**src/hw/rtl/prs_pkg.sv**
```systemverilog
`default_nettype none

package prs_pkg;

   // Word kinds on the request channel.
   localparam logic [1:0] KIND_TICK  = 2'd0;
   localparam logic [1:0] KIND_START = 2'd1;
   localparam logic [1:0] KIND_STOP  = 2'd2;

   // Configuration register indexes.
   localparam int unsigned CSR_IDX_W = 3;
   localparam logic [CSR_IDX_W-1:0] CSR_RAIL_LEVELS  = 3'd0;
   localparam logic [CSR_IDX_W-1:0] CSR_GOOD_LEVELS  = 3'd1;
   localparam logic [CSR_IDX_W-1:0] CSR_LEVEL_COUNT  = 3'd2;
   localparam logic [CSR_IDX_W-1:0] CSR_SETTLE_TICKS = 3'd3;
   localparam logic [CSR_IDX_W-1:0] CSR_CHECK_TICKS  = 3'd4;

   // Fixed field widths.
   localparam int unsigned LEVEL_W   = 3;
   localparam int unsigned TICKS_W   = 16;
   localparam int unsigned RAIL_OUT_W = 16;

   // Register reset values.
   localparam logic [LEVEL_W-1:0] LEVEL_COUNT_RESET = 3'd6;
   localparam logic [TICKS_W-1:0] TICKS_RESET       = 16'd1000;

   // Sequencer phase.
   typedef enum logic [1:0] {
      PH_IDLE,
      PH_SETTLE,
      PH_POWERED
   } phase_type;

   // Status fields of one response word, apart from the rail enables.
   typedef struct packed {
      logic [LEVEL_W-1:0] current_level;
      logic               powered_up;
      logic               fault_pulse;
      logic [LEVEL_W-1:0] failed_level;
      logic               red_led;
   } status_type;

endpackage

`default_nettype wire

```
**src/hw/rtl/prs_if.sv**
```systemverilog
`default_nettype none

// Request channel: kind and sampled power-good inputs.
interface prs_req_if #(
   parameter int unsigned NUM_GOODS = 14
);
   logic                 valid;
   logic                 ready;
   logic [1:0]           kind;
   logic [NUM_GOODS-1:0] power_good;

   modport source (output valid, output kind, output power_good, input ready);
   modport sink   (input valid, input kind, input power_good, output ready);
endinterface

// Response channel: rail enables and sequencer status.
interface prs_rsp_if;
   logic        valid;
   logic        ready;
   logic [15:0] rail_enable;
   logic [2:0]  current_level;
   logic        powered_up;
   logic        fault_pulse;
   logic [2:0]  failed_level;
   logic        red_led;

   modport source (output valid, output rail_enable, output current_level,
                   output powered_up, output fault_pulse, output failed_level,
                   output red_led, input ready);
   modport sink   (input valid, input rail_enable, input current_level,
                   input powered_up, input fault_pulse, input failed_level,
                   input red_led, output ready);
endinterface

`default_nettype wire

```
**src/hw/rtl/prs_core.sv**
```systemverilog
`default_nettype none

module prs_core
   import prs_pkg::*;
#(
   parameter int unsigned NUM_RAILS  = 16,
   parameter int unsigned NUM_GOODS  = 14,
   parameter int unsigned MAX_LEVELS = 6,
   parameter int unsigned TIMER_BITS = 16
) (
   input  wire logic                         clock,
   input  wire logic                         reset,
   input  wire logic                         step,
   input  wire logic [1:0]                   kind,
   input  wire logic [NUM_GOODS-1:0]         power_good,
   input  wire logic [LEVEL_W*NUM_RAILS-1:0] rail_levels,
   input  wire logic [LEVEL_W*NUM_GOODS-1:0] good_levels,
   input  wire logic [LEVEL_W-1:0]           level_count,
   input  wire logic [TICKS_W-1:0]           settle_ticks,
   input  wire logic [TICKS_W-1:0]           check_ticks,
   output logic      [NUM_RAILS-1:0]         enable_next,
   output status_type                        status_next
);

   localparam logic [LEVEL_W-1:0] TOP_MAX = LEVEL_W'(MAX_LEVELS);
   localparam logic [LEVEL_W-1:0] LEVEL_ONE = 3'd1;

   phase_type             phase_ff, phase_in;
   logic [LEVEL_W-1:0]    level_ff, level_in;
   logic [TIMER_BITS-1:0] wait_ff, wait_in;
   logic [NUM_RAILS-1:0]  enable_ff, enable_in;
   logic [LEVEL_W-1:0]    fail_ff, fail_in;
   logic                  led_ff, led_in;
   logic                  fault;

   logic [LEVEL_W-1:0]    top;
   logic [LEVEL_W-1:0]    lvl_eff;
   logic [LEVEL_W-1:0]    upto;
   logic [LEVEL_W-1:0]    next_level;
   logic [7:0]            bad_at;
   logic [LEVEL_W-1:0]    bad;
   logic [LEVEL_W-1:0]    at;
   logic [TIMER_BITS-1:0] settle_reload;
   logic [TIMER_BITS-1:0] check_reload;
   logic [NUM_RAILS-1:0]  on_first;
   logic [NUM_RAILS-1:0]  on_next;
   logic [NUM_RAILS-1:0]  off_from;

   // Timer reload: the register taken modulo the timer width, zero acts as one.
   function automatic logic [TIMER_BITS-1:0] reload(input logic [TICKS_W-1:0] ticks);
      logic [TIMER_BITS-1:0] v;
      v = TIMER_BITS'(ticks);
      if (v == '0) begin
         v = TIMER_BITS'(1);
      end
      return v;
   endfunction

   // Level limits for this word.
   always_comb begin
      if (level_count == '0) begin
         top = LEVEL_ONE;
      end else if (level_count > TOP_MAX) begin
         top = TOP_MAX;
      end else begin
         top = level_count;
      end
      lvl_eff       = (level_ff > top) ? top : level_ff;
      upto          = (phase_ff == PH_POWERED) ? top : lvl_eff;
      next_level    = lvl_eff + LEVEL_ONE;
      settle_reload = reload(settle_ticks);
      check_reload  = reload(check_ticks);
   end

   // Power-good check: mark each level holding a bad input, then take the lowest.
   always_comb begin
      logic [LEVEL_W-1:0] g;
      bad_at = '0;
      for (int j = 0; j < NUM_GOODS; j++) begin
         g = good_levels[LEVEL_W*j +: LEVEL_W];
         if (g != '0 && g <= upto && !power_good[j]) begin
            bad_at[g] = 1'b1;
         end
      end
      bad = '0;
      for (int l = 7; l >= 1; l--) begin
         if (bad_at[l]) begin
            bad = LEVEL_W'(l);
         end
      end
      at = (phase_ff == PH_POWERED) ? bad : lvl_eff;
   end

   // Rail masks by level, one parallel compare per rail.
   always_comb begin
      logic [LEVEL_W-1:0] r;
      for (int i = 0; i < NUM_RAILS; i++) begin
         r           = rail_levels[LEVEL_W*i +: LEVEL_W];
         on_first[i] = (r == LEVEL_ONE);
         on_next[i]  = (r == next_level);
         off_from[i] = (r >= at);
      end
   end

   // Next state for the accepted word.
   always_comb begin
      phase_in  = phase_ff;
      level_in  = level_ff;
      wait_in   = wait_ff;
      enable_in = enable_ff;
      fail_in   = fail_ff;
      led_in    = led_ff;
      fault     = 1'b0;
      case (kind)
         KIND_START: begin
            fail_in   = '0;
            led_in    = 1'b0;
            phase_in  = PH_SETTLE;
            level_in  = LEVEL_ONE;
            enable_in = enable_ff | on_first;
            wait_in   = settle_reload;
         end
         KIND_STOP: begin
            phase_in  = PH_IDLE;
            level_in  = '0;
            wait_in   = '0;
            enable_in = '0;
         end
         KIND_TICK: begin
            if (phase_ff != PH_IDLE) begin
               if (wait_ff > TIMER_BITS'(1)) begin
                  wait_in = wait_ff - TIMER_BITS'(1);
               end else if (bad != '0) begin
                  // Failed check: drop the failing level and above, restart.
                  fault     = 1'b1;
                  fail_in   = at;
                  led_in    = ~led_ff;
                  phase_in  = PH_SETTLE;
                  level_in  = LEVEL_ONE;
                  enable_in = (enable_ff & ~off_from) | on_first;
                  wait_in   = settle_reload;
               end else if (phase_ff == PH_POWERED || lvl_eff >= top) begin
                  phase_in = PH_POWERED;
                  level_in = lvl_eff;
                  wait_in  = check_reload;
               end else begin
                  level_in  = next_level;
                  enable_in = enable_ff | on_next;
                  wait_in   = settle_reload;
               end
            end
         end
         default: begin
         end
      endcase
   end

   // Sequencer state registers.
   always_ff @(posedge clock) begin
      if (reset) begin
         phase_ff  <= PH_IDLE;
         level_ff  <= '0;
         wait_ff   <= '0;
         enable_ff <= '0;
         fail_ff   <= '0;
         led_ff    <= 1'b0;
      end else if (step) begin
         phase_ff  <= phase_in;
         level_ff  <= level_in;
         wait_ff   <= wait_in;
         enable_ff <= enable_in;
         fail_ff   <= fail_in;
         led_ff    <= led_in;
      end
   end

   // The response shows the state after the word.
   always_comb begin
      enable_next                = enable_in;
      status_next.current_level  = level_in;
      status_next.powered_up     = (phase_in == PH_POWERED);
      status_next.fault_pulse    = fault;
      status_next.failed_level   = fail_in;
      status_next.red_led        = led_in;
   end

`ifndef SYNTHESIS
   a_idle_all_off: assert property (@(posedge clock) disable iff (reset)
      (phase_ff == PH_IDLE) |-> (level_ff == '0 && enable_ff == '0))
      else $error("idle sequencer has a level or rails on");

   a_fault_restarts: assert property (@(posedge clock) disable iff (reset)
      (step && fault) |=> (phase_ff == PH_SETTLE && level_ff == LEVEL_ONE
                           && fail_ff != '0))
      else $error("failed check did not restart at level one");

   a_level_bound: assert property (@(posedge clock) disable iff (reset)
      level_ff <= TOP_MAX)
      else $error("sequencer level beyond the last level");

   a_running_level: assert property (@(posedge clock) disable iff (reset)
      (phase_ff != PH_IDLE) |-> (level_ff != '0))
      else $error("running sequencer at level zero");
`endif

endmodule

`default_nettype wire

```
**src/hw/rtl/power_rail_sequencer.sv**
```systemverilog
// Power rail sequencer: brings supply rails up level by level and monitors them.
// A response word is valid in the cycle after its request is accepted. One word
// per cycle unless rsp stalls; the next-state logic is one pass of parallel
// per-rail and per-input level compares between the state and response registers.
// Reset: synchronous, active high; all rails off, idle, registers at defaults.
`default_nettype none

module power_rail_sequencer
   import prs_pkg::*;
#(
   parameter int unsigned NUM_RAILS  = 16,
   parameter int unsigned NUM_GOODS  = 14,
   parameter int unsigned MAX_LEVELS = 6,
   parameter int unsigned TIMER_BITS = 16,
   localparam int unsigned RAIL_LVL_W = LEVEL_W * NUM_RAILS,
   localparam int unsigned GOOD_LVL_W = LEVEL_W * NUM_GOODS,
   localparam int unsigned LVL_MAX_W  = (RAIL_LVL_W > GOOD_LVL_W) ? RAIL_LVL_W : GOOD_LVL_W,
   localparam int unsigned CSR_W      = (LVL_MAX_W > TICKS_W) ? LVL_MAX_W : TICKS_W
) (
   input  wire logic                 clock,
   input  wire logic                 reset,
   prs_req_if.sink                   req,
   prs_rsp_if.source                 rsp,
   input  wire logic                 csr_we,
   input  wire logic [CSR_IDX_W-1:0] csr_index,
   input  wire logic [CSR_W-1:0]     csr_wdata
);

   logic [RAIL_LVL_W-1:0] rail_levels_ff;
   logic [GOOD_LVL_W-1:0] good_levels_ff;
   logic [LEVEL_W-1:0]    level_count_ff;
   logic [TICKS_W-1:0]    settle_ticks_ff;
   logic [TICKS_W-1:0]    check_ticks_ff;

   logic                  step;
   logic [NUM_RAILS-1:0]  enable_next;
   status_type            status_next;
   logic [NUM_RAILS+RAIL_OUT_W-1:0] enable_wide;

   logic                  rsp_valid_ff;
   logic [RAIL_OUT_W-1:0] rail_enable_ff;
   status_type            status_ff;
   logic                  led_shadow_ff;

   // Configuration registers.
   always_ff @(posedge clock) begin
      if (reset) begin
         rail_levels_ff  <= '0;
         good_levels_ff  <= '0;
         level_count_ff  <= LEVEL_COUNT_RESET;
         settle_ticks_ff <= TICKS_RESET;
         check_ticks_ff  <= TICKS_RESET;
      end else if (csr_we) begin
         case (csr_index)
            CSR_RAIL_LEVELS:  rail_levels_ff  <= csr_wdata[RAIL_LVL_W-1:0];
            CSR_GOOD_LEVELS:  good_levels_ff  <= csr_wdata[GOOD_LVL_W-1:0];
            CSR_LEVEL_COUNT:  level_count_ff  <= csr_wdata[LEVEL_W-1:0];
            CSR_SETTLE_TICKS: settle_ticks_ff <= csr_wdata[TICKS_W-1:0];
            CSR_CHECK_TICKS:  check_ticks_ff  <= csr_wdata[TICKS_W-1:0];
            default: begin
            end
         endcase
      end
   end

   // A word is taken whenever the response register is empty or being drained.
   assign req.ready = !rsp_valid_ff || rsp.ready;
   assign step      = req.valid && req.ready;

   prs_core #(
      .NUM_RAILS  (NUM_RAILS),
      .NUM_GOODS  (NUM_GOODS),
      .MAX_LEVELS (MAX_LEVELS),
      .TIMER_BITS (TIMER_BITS)
   ) u_core (
      .clock        (clock),
      .reset        (reset),
      .step         (step),
      .kind         (req.kind),
      .power_good   (req.power_good),
      .rail_levels  (rail_levels_ff),
      .good_levels  (good_levels_ff),
      .level_count  (level_count_ff),
      .settle_ticks (settle_ticks_ff),
      .check_ticks  (check_ticks_ff),
      .enable_next  (enable_next),
      .status_next  (status_next)
   );

   // Only the low rails fit the response word; fewer rails are zero padded.
   assign enable_wide = {{RAIL_OUT_W{1'b0}}, enable_next};

   // Response register.
   always_ff @(posedge clock) begin
      if (reset) begin
         rsp_valid_ff <= 1'b0;
      end else if (step) begin
         rsp_valid_ff <= 1'b1;
      end else if (rsp.ready) begin
         rsp_valid_ff <= 1'b0;
      end
   end

   always_ff @(posedge clock) begin
      if (step) begin
         rail_enable_ff <= enable_wide[RAIL_OUT_W-1:0];
         status_ff      <= status_next;
      end
   end

   assign rsp.valid         = rsp_valid_ff;
   assign rsp.rail_enable   = rail_enable_ff;
   assign rsp.current_level = status_ff.current_level;
   assign rsp.powered_up    = status_ff.powered_up;
   assign rsp.fault_pulse   = status_ff.fault_pulse;
   assign rsp.failed_level  = status_ff.failed_level;
   assign rsp.red_led       = status_ff.red_led;

   // Last delivered LED state, kept for the toggle check.
   always_ff @(posedge clock) begin
      if (reset) begin
         led_shadow_ff <= 1'b0;
      end else if (step) begin
         led_shadow_ff <= status_next.red_led;
      end
   end

`ifndef SYNTHESIS
   a_accept_gives_word: assert property (@(posedge clock) disable iff (reset)
      step |=> rsp_valid_ff)
      else $error("accepted word produced no response");

   a_fault_toggles_led: assert property (@(posedge clock) disable iff (reset)
      (step && status_next.fault_pulse) |=> (status_ff.red_led != $past(led_shadow_ff)))
      else $error("fault did not toggle the red LED");

   a_no_fault_while_powered: assert property (@(posedge clock) disable iff (reset)
      (rsp_valid_ff && status_ff.fault_pulse) |-> (!status_ff.powered_up
                                                   && status_ff.current_level == 3'd1))
      else $error("fault response not restarted at level one");
`endif

endmodule

`default_nettype wire

```
**src/flat_wrapper.sv**
```systemverilog
// flat-port wrapper written by rule: the top's interface ports become plain ports
module power_rail_sequencer_flat import prs_pkg::*;
#(
   parameter int unsigned NUM_RAILS  = 16,
   parameter int unsigned NUM_GOODS  = 14,
   parameter int unsigned MAX_LEVELS = 6,
   parameter int unsigned TIMER_BITS = 16,
   localparam int unsigned RAIL_LVL_W = LEVEL_W * NUM_RAILS,
   localparam int unsigned GOOD_LVL_W = LEVEL_W * NUM_GOODS,
   localparam int unsigned LVL_MAX_W  = (RAIL_LVL_W > GOOD_LVL_W) ? RAIL_LVL_W : GOOD_LVL_W,
   localparam int unsigned CSR_W      = (LVL_MAX_W > TICKS_W) ? LVL_MAX_W : TICKS_W
)
  (clock, reset, csr_we, csr_index, csr_wdata, req_valid, req_kind, req_power_good, req_ready, rsp_valid, rsp_rail_enable, rsp_current_level, rsp_powered_up, rsp_fault_pulse, rsp_failed_level, rsp_red_led, rsp_ready);
  prs_req_if #(.NUM_GOODS(NUM_GOODS)) req_i ();
  prs_rsp_if rsp_i ();
  input  wire logic clock;
  input  wire logic reset;
  input  wire logic csr_we;
  input  wire logic [CSR_IDX_W-1:0] csr_index;
  input  wire logic [CSR_W-1:0] csr_wdata;
  input wire logic [$bits(req_i.valid)-1:0] req_valid;
  input wire logic [$bits(req_i.kind)-1:0] req_kind;
  input wire logic [$bits(req_i.power_good)-1:0] req_power_good;
  output wire logic [$bits(req_i.ready)-1:0] req_ready;
  output wire logic [$bits(rsp_i.valid)-1:0] rsp_valid;
  output wire logic [$bits(rsp_i.rail_enable)-1:0] rsp_rail_enable;
  output wire logic [$bits(rsp_i.current_level)-1:0] rsp_current_level;
  output wire logic [$bits(rsp_i.powered_up)-1:0] rsp_powered_up;
  output wire logic [$bits(rsp_i.fault_pulse)-1:0] rsp_fault_pulse;
  output wire logic [$bits(rsp_i.failed_level)-1:0] rsp_failed_level;
  output wire logic [$bits(rsp_i.red_led)-1:0] rsp_red_led;
  input wire logic [$bits(rsp_i.ready)-1:0] rsp_ready;
  assign req_i.valid = req_valid;
  assign req_i.kind = req_kind;
  assign req_i.power_good = req_power_good;
  assign req_ready = req_i.ready;
  assign rsp_valid = rsp_i.valid;
  assign rsp_rail_enable = rsp_i.rail_enable;
  assign rsp_current_level = rsp_i.current_level;
  assign rsp_powered_up = rsp_i.powered_up;
  assign rsp_fault_pulse = rsp_i.fault_pulse;
  assign rsp_failed_level = rsp_i.failed_level;
  assign rsp_red_led = rsp_i.red_led;
  assign rsp_i.ready = rsp_ready;
  power_rail_sequencer #(.NUM_RAILS(NUM_RAILS), .NUM_GOODS(NUM_GOODS), .MAX_LEVELS(MAX_LEVELS), .TIMER_BITS(TIMER_BITS)) u_core (.clock(clock), .reset(reset), .req(req_i), .rsp(rsp_i), .csr_we(csr_we), .csr_index(csr_index), .csr_wdata(csr_wdata));
endmodule
```
**config.mk**
```make
export PLATFORM = sky130hd
export DESIGN_NAME = power_rail_sequencer_flat
export DESIGN_NICKNAME = d
export VERILOG_FILES = /design/src/hw/rtl/prs_pkg.sv /design/src/hw/rtl/prs_if.sv /design/src/hw/rtl/prs_core.sv /design/src/hw/rtl/power_rail_sequencer.sv /design/src/flat_wrapper.sv
export SDC_FILE = /design/constraint.sdc
export NUM_CORES = 1
export LEC_CHECK = 0
export BUFFER_PORTS_ARGS = -buffer_cell sky130_fd_sc_hd__buf_2
export CAP_MARGIN = 30
export CORE_UTILIZATION = 30
export CTS_CLUSTER_SIZE = 30
export DETAILED_ROUTE_END_ITERATION = 7
export SETUP_SLACK_MARGIN = 0.05
export SLEW_MARGIN = 10
export SYNTH_ARGS = -nofsm -noshare
export SYNTH_HDL_FRONTEND = slang
export SYNTH_SLANG_ARGS = --single-unit
```
**constraint.sdc**
```tcl
create_clock -name clock -period 9.8 [get_ports clock]
set_input_delay 0.98 -clock clock [delete_from_list [all_inputs] [get_ports clock]]
set_output_delay 0.98 -clock clock [all_outputs]
set_load 0.02 [all_outputs]
```
==> impl_metrics.tcl <==
set metrics [dict create \
    status "finished, final reports clean" \
    start_util_pct 30.5 \
    p_int_mw 1.28 \
    rows 75 \
    initialDrtViolationCount 1160 \
    drc_errors 0 \
    p_leak_nw 5.36 \
    synthFlopType "dfxtp_1" \
    synth-seq-cells 192 \
    slew_headroom_pct 34.7 \
    fin_crit_ns 8.20 \
    detail-route-antenna-nets 0 \
    cp_slowest_cell "or4_4" \
    pin_count 99 \
    fmax_mhz 122 \
    power_switching_uw 574 \
    ys_async_sr_fraction_pct 0 \
    cp_max_fo 19 \
    final_util_pct 34.3 \
    rr_startpoint "u_core.level_count_ff[1]" \
    nNetsFinal 1882 \
    ys_seq_area_share_pct 31.9 \
    slew_viol_final 0 \
    cts_hold_buf 0 \
    clockBufferDepth 2 \
    post-cts-setup-buffer-count 0 \
    dieArea_mm2 0.0437 \
    routed_wl_um 43800 \
    powerDensity_mw_per_mm2 128 \
    avgSynthCellArea_um2 7.77 \
    cts_sinks 192 \
    rsz0062_at_grt "no" \
    die_h_um 209 \
    numCtsBuffers 17 \
    syn_inst 1653 \
    seq_power_share_pct 45.7 \
    worstSetupPathType "reg2reg" \
    power.share.combinational_pct 18.5 \
    syn-num-nets 1825 \
    setup_violations 0 \
    power.share.clock_pct 35.7 \
    core_mm2 0.0421 \
    clock_skew_ns 0.00891 \
    placedCellCount 2228 \
    gp_congestion 0.934 \
    track_usage_pct 20.0 \
    cp-end-kind "register" \
    grt_pass1_vias 12000 \
    grt_max_degree 85 \
    clkTransAtPathRegs_ns 0.07 \
    synth_cell_type_count 84 \
    crit_start "u_core.level_count_ff[1]" \
    cap_viol_max_count 0 \
    top_usage_layer "met2" \
    vias_per_cell 5.61 \
    firstDrtPassIters 5 \
    wl_per_cell_um 19.4 \
    fp.dieW_um 209 \
    vdd_drop_max_mv 0.111 \
    grt_pass1_wl_um 68300 \
    dr_total_vias 12700 \
    layoutNonFillerInstCount 2262 \
    worstSetupStartpointType "register" \
    port_buffers 98 \
    crit_path_max_incr_delay_ns 0.56 \
    hpwlAfterDp_um 31700 \
    placed_cell_area_mm2 0.0139 \
    hold_path.class "reg2reg" \
    netlist_area_mm2 0.0128 \
    ys_warn_count 0 \
    crit_required_ns 10.01 \
    fin_crit_sh_pct 83.7 \
    area_growth_pct 12.6 \
    cts_tree "done" \
    synth_edf_count 25 \
    clk_root_buffer_cell "clkbuf_16" \
    grt_antenna_before_repair 4 \
    cts_resized 0 \
    design_area_mm2 0.0145 \
    use_met2_pct 32.9 \
    switching_share_pct 30.9 \
    hold_path.startpoint "u_core.check_ticks_ff[0]" \
    clk_latency_ns 0.46 \
    setup-tns-final_ns 0 \
    finalHoldViolations 0 \
    cts_htree_levels 4 \
    regToRegSetupSlack_ns 1.60 \
    cp.arrival_ns 8.41 \
    use_met3_pct 2.98 \
    grt_use_met1_pct 26.1 \
    tightest_slew_ns 0.979 \
    drive_above_1_share_pct 11.3 \
    grt_overflow 0 \
]
[cells in the mapped netlist, types with 5 or more instances]
cell / number / area share, %
nor2_1: 105 / 3.1
a21oi_1: 154 / 6.0
a21boi_0: 16 / 0.93
nand3_1: 45 / 1.8
ha_1: 100 / 9.7
a311oi_1: 18 / 1.2
a22oi_1: 17 / 0.99
o31ai_1: 6 / 0.35
o32a_1: 17 / 1.3
edfxtp_1: 25 / 5.8
nor2b_1: 11 / 0.54
nand2b_1: 17 / 0.83
inv_1: 81 / 2.4
clkbuf_1: 72 / 2.1
nand3b_1: 13 / 0.76
or2_2: 13 / 0.63
xnor2_1: 57 / 3.9
a41oi_1: 7 / 0.48
o21ai_0: 63 / 2.5
xor2_1: 6 / 0.41
and3_1: 10 / 0.49
nor4_1: 28 / 1.4
nand4_1: 24 / 1.2
o311ai_1: 6 / 0.41
or4_1: 7 / 0.41
dfxtp_1: 167 / 26
nor3_1: 40 / 1.6
o211ai_1: 5 / 0.29
o22ai_1: 5 / 0.24
buf_1: 5 / 0.15
a211o_1: 8 / 0.55
mux2i_1: 16 / 1.2
nand2_1: 317 / 9.3
a31oi_1: 38 / 1.9
a41o_1: 12 / 0.93
or3_1: 11 / 0.54
nor3b_1: 7 / 0.41
nand4b_1: 9 / 0.61
a221oi_1: 6 / 0.41
[cell families after synthesis]
| group | share of synthesized area [%] |
|---|---|
| AND/OR/NAND/NOR | 25.3 |
| AO/OA/AOI/OAI | 22.1 |
| flip-flops | 31.9 |
| buffers and inverters | 5.07 |
| adder cells (fa/ha/maj) | 9.82 |
| XOR/XNOR | 4.29 |
| multiplexers | 1.51 |
[flip-flops by register name, summed over array words and instances, names as in the netlist]
signal,count
u_core.u_core.wait_ff,16
u_core.u_core.level_ff,3
u_core.settle_ticks_ff,16
u_core.rsp.red_led,1
u_core.u_core.led_ff,1
u_core.u_core.phase_ff,2
u_core.rsp.rail_enable,16
u_core.check_ticks_ff,16
u_core.rsp.valid,1
u_core.rsp.failed_level,3
u_core.u_core.fail_ff,3
u_core.rail_levels_ff,48
u_core.good_levels_ff,42
u_core.u_core.enable_ff,16
u_core.level_count_ff,3
u_core.rsp.powered_up,1
u_core.rsp.fault_pulse,1
u_core.rsp.current_level,3
[worst max-delay path: cells and delay by family (launching register included)]
kind,cells,cell delay [ns]
flops,1,0.42
buf+inv,4,0.84
compound gates,9,1.92
fa+ha+maj,4,1.59
simple gates,11,3.13
[per-layer routing]
| metal | vias up | wire [um] |
|---|---|---|
| li1 | 6104 | - |
| met1 | 6072 | 19300 |
| met2 | 428 | 20700 |
| met3 | 78 | 2500 |
| met4 | 4 | 1240 |
| met5 | - | 25 |
[cell usage in the layout (no fill, tap or decap), types with 37 or more instances in the layout]
cell / n
buf_2: 97
nand2_1: 317
nor2_1: 103
o21ai_0: 61
nor3_1: 40
a21oi_1: 153
ha_1: 100
a31oi_1: 37
dfxtp_1: 167
inv_1: 81
nand3_1: 45
xnor2_1: 56
[worst paths after layout]
kind | to | cells past startpoint
worst max-delay path | u_core.rsp.rail_enable[6] | 28
worst min-delay path | u_core.check_ticks_ff[0] | 2
worst max register to register | u_core.rsp.rail_enable[6] | 28
worst min register to register | u_core.check_ticks_ff[0] | 2
[per-stage QoR]
step | worst slack [ns] | total power [mW] | hold slack, ns
after floorplan | 1.73 | 1.09 | 0.436
after detailed placement | 1.71 | 1.20 | 0.453
after CTS | 1.67 | 1.86 | 0.463
after global placement | 2.01 | 1.19 | 0.446
after global routing | 1.11 | 1.93 | 0.498
final | 1.60 | 1.85 | 0.467
[cell type report]
type | count | area (um2)
clock buffers | 22 | 474
inverters | 85 | 322
repair buffers | 121 | 699
flip-flops and latches | 192 | 4090
multi-input cells | 1293 | 8140
well taps | 539 | 674
fillers | 4359 | 27700
diodes | 1 | 2.50
clock inverters | 9 | 58.8
[power by group through the flow]
stage               Combinational [mW]  Clock [mW]  Sequential [mW]
detailed placement               0.338           0            0.865
CTS                              0.339       0.671            0.847
floorplan                        0.223           0            0.863
global route                     0.377       0.700            0.851
finish                           0.344       0.662            0.848
global placement                 0.327           0            0.865
(Power assumes the default switching activity.)
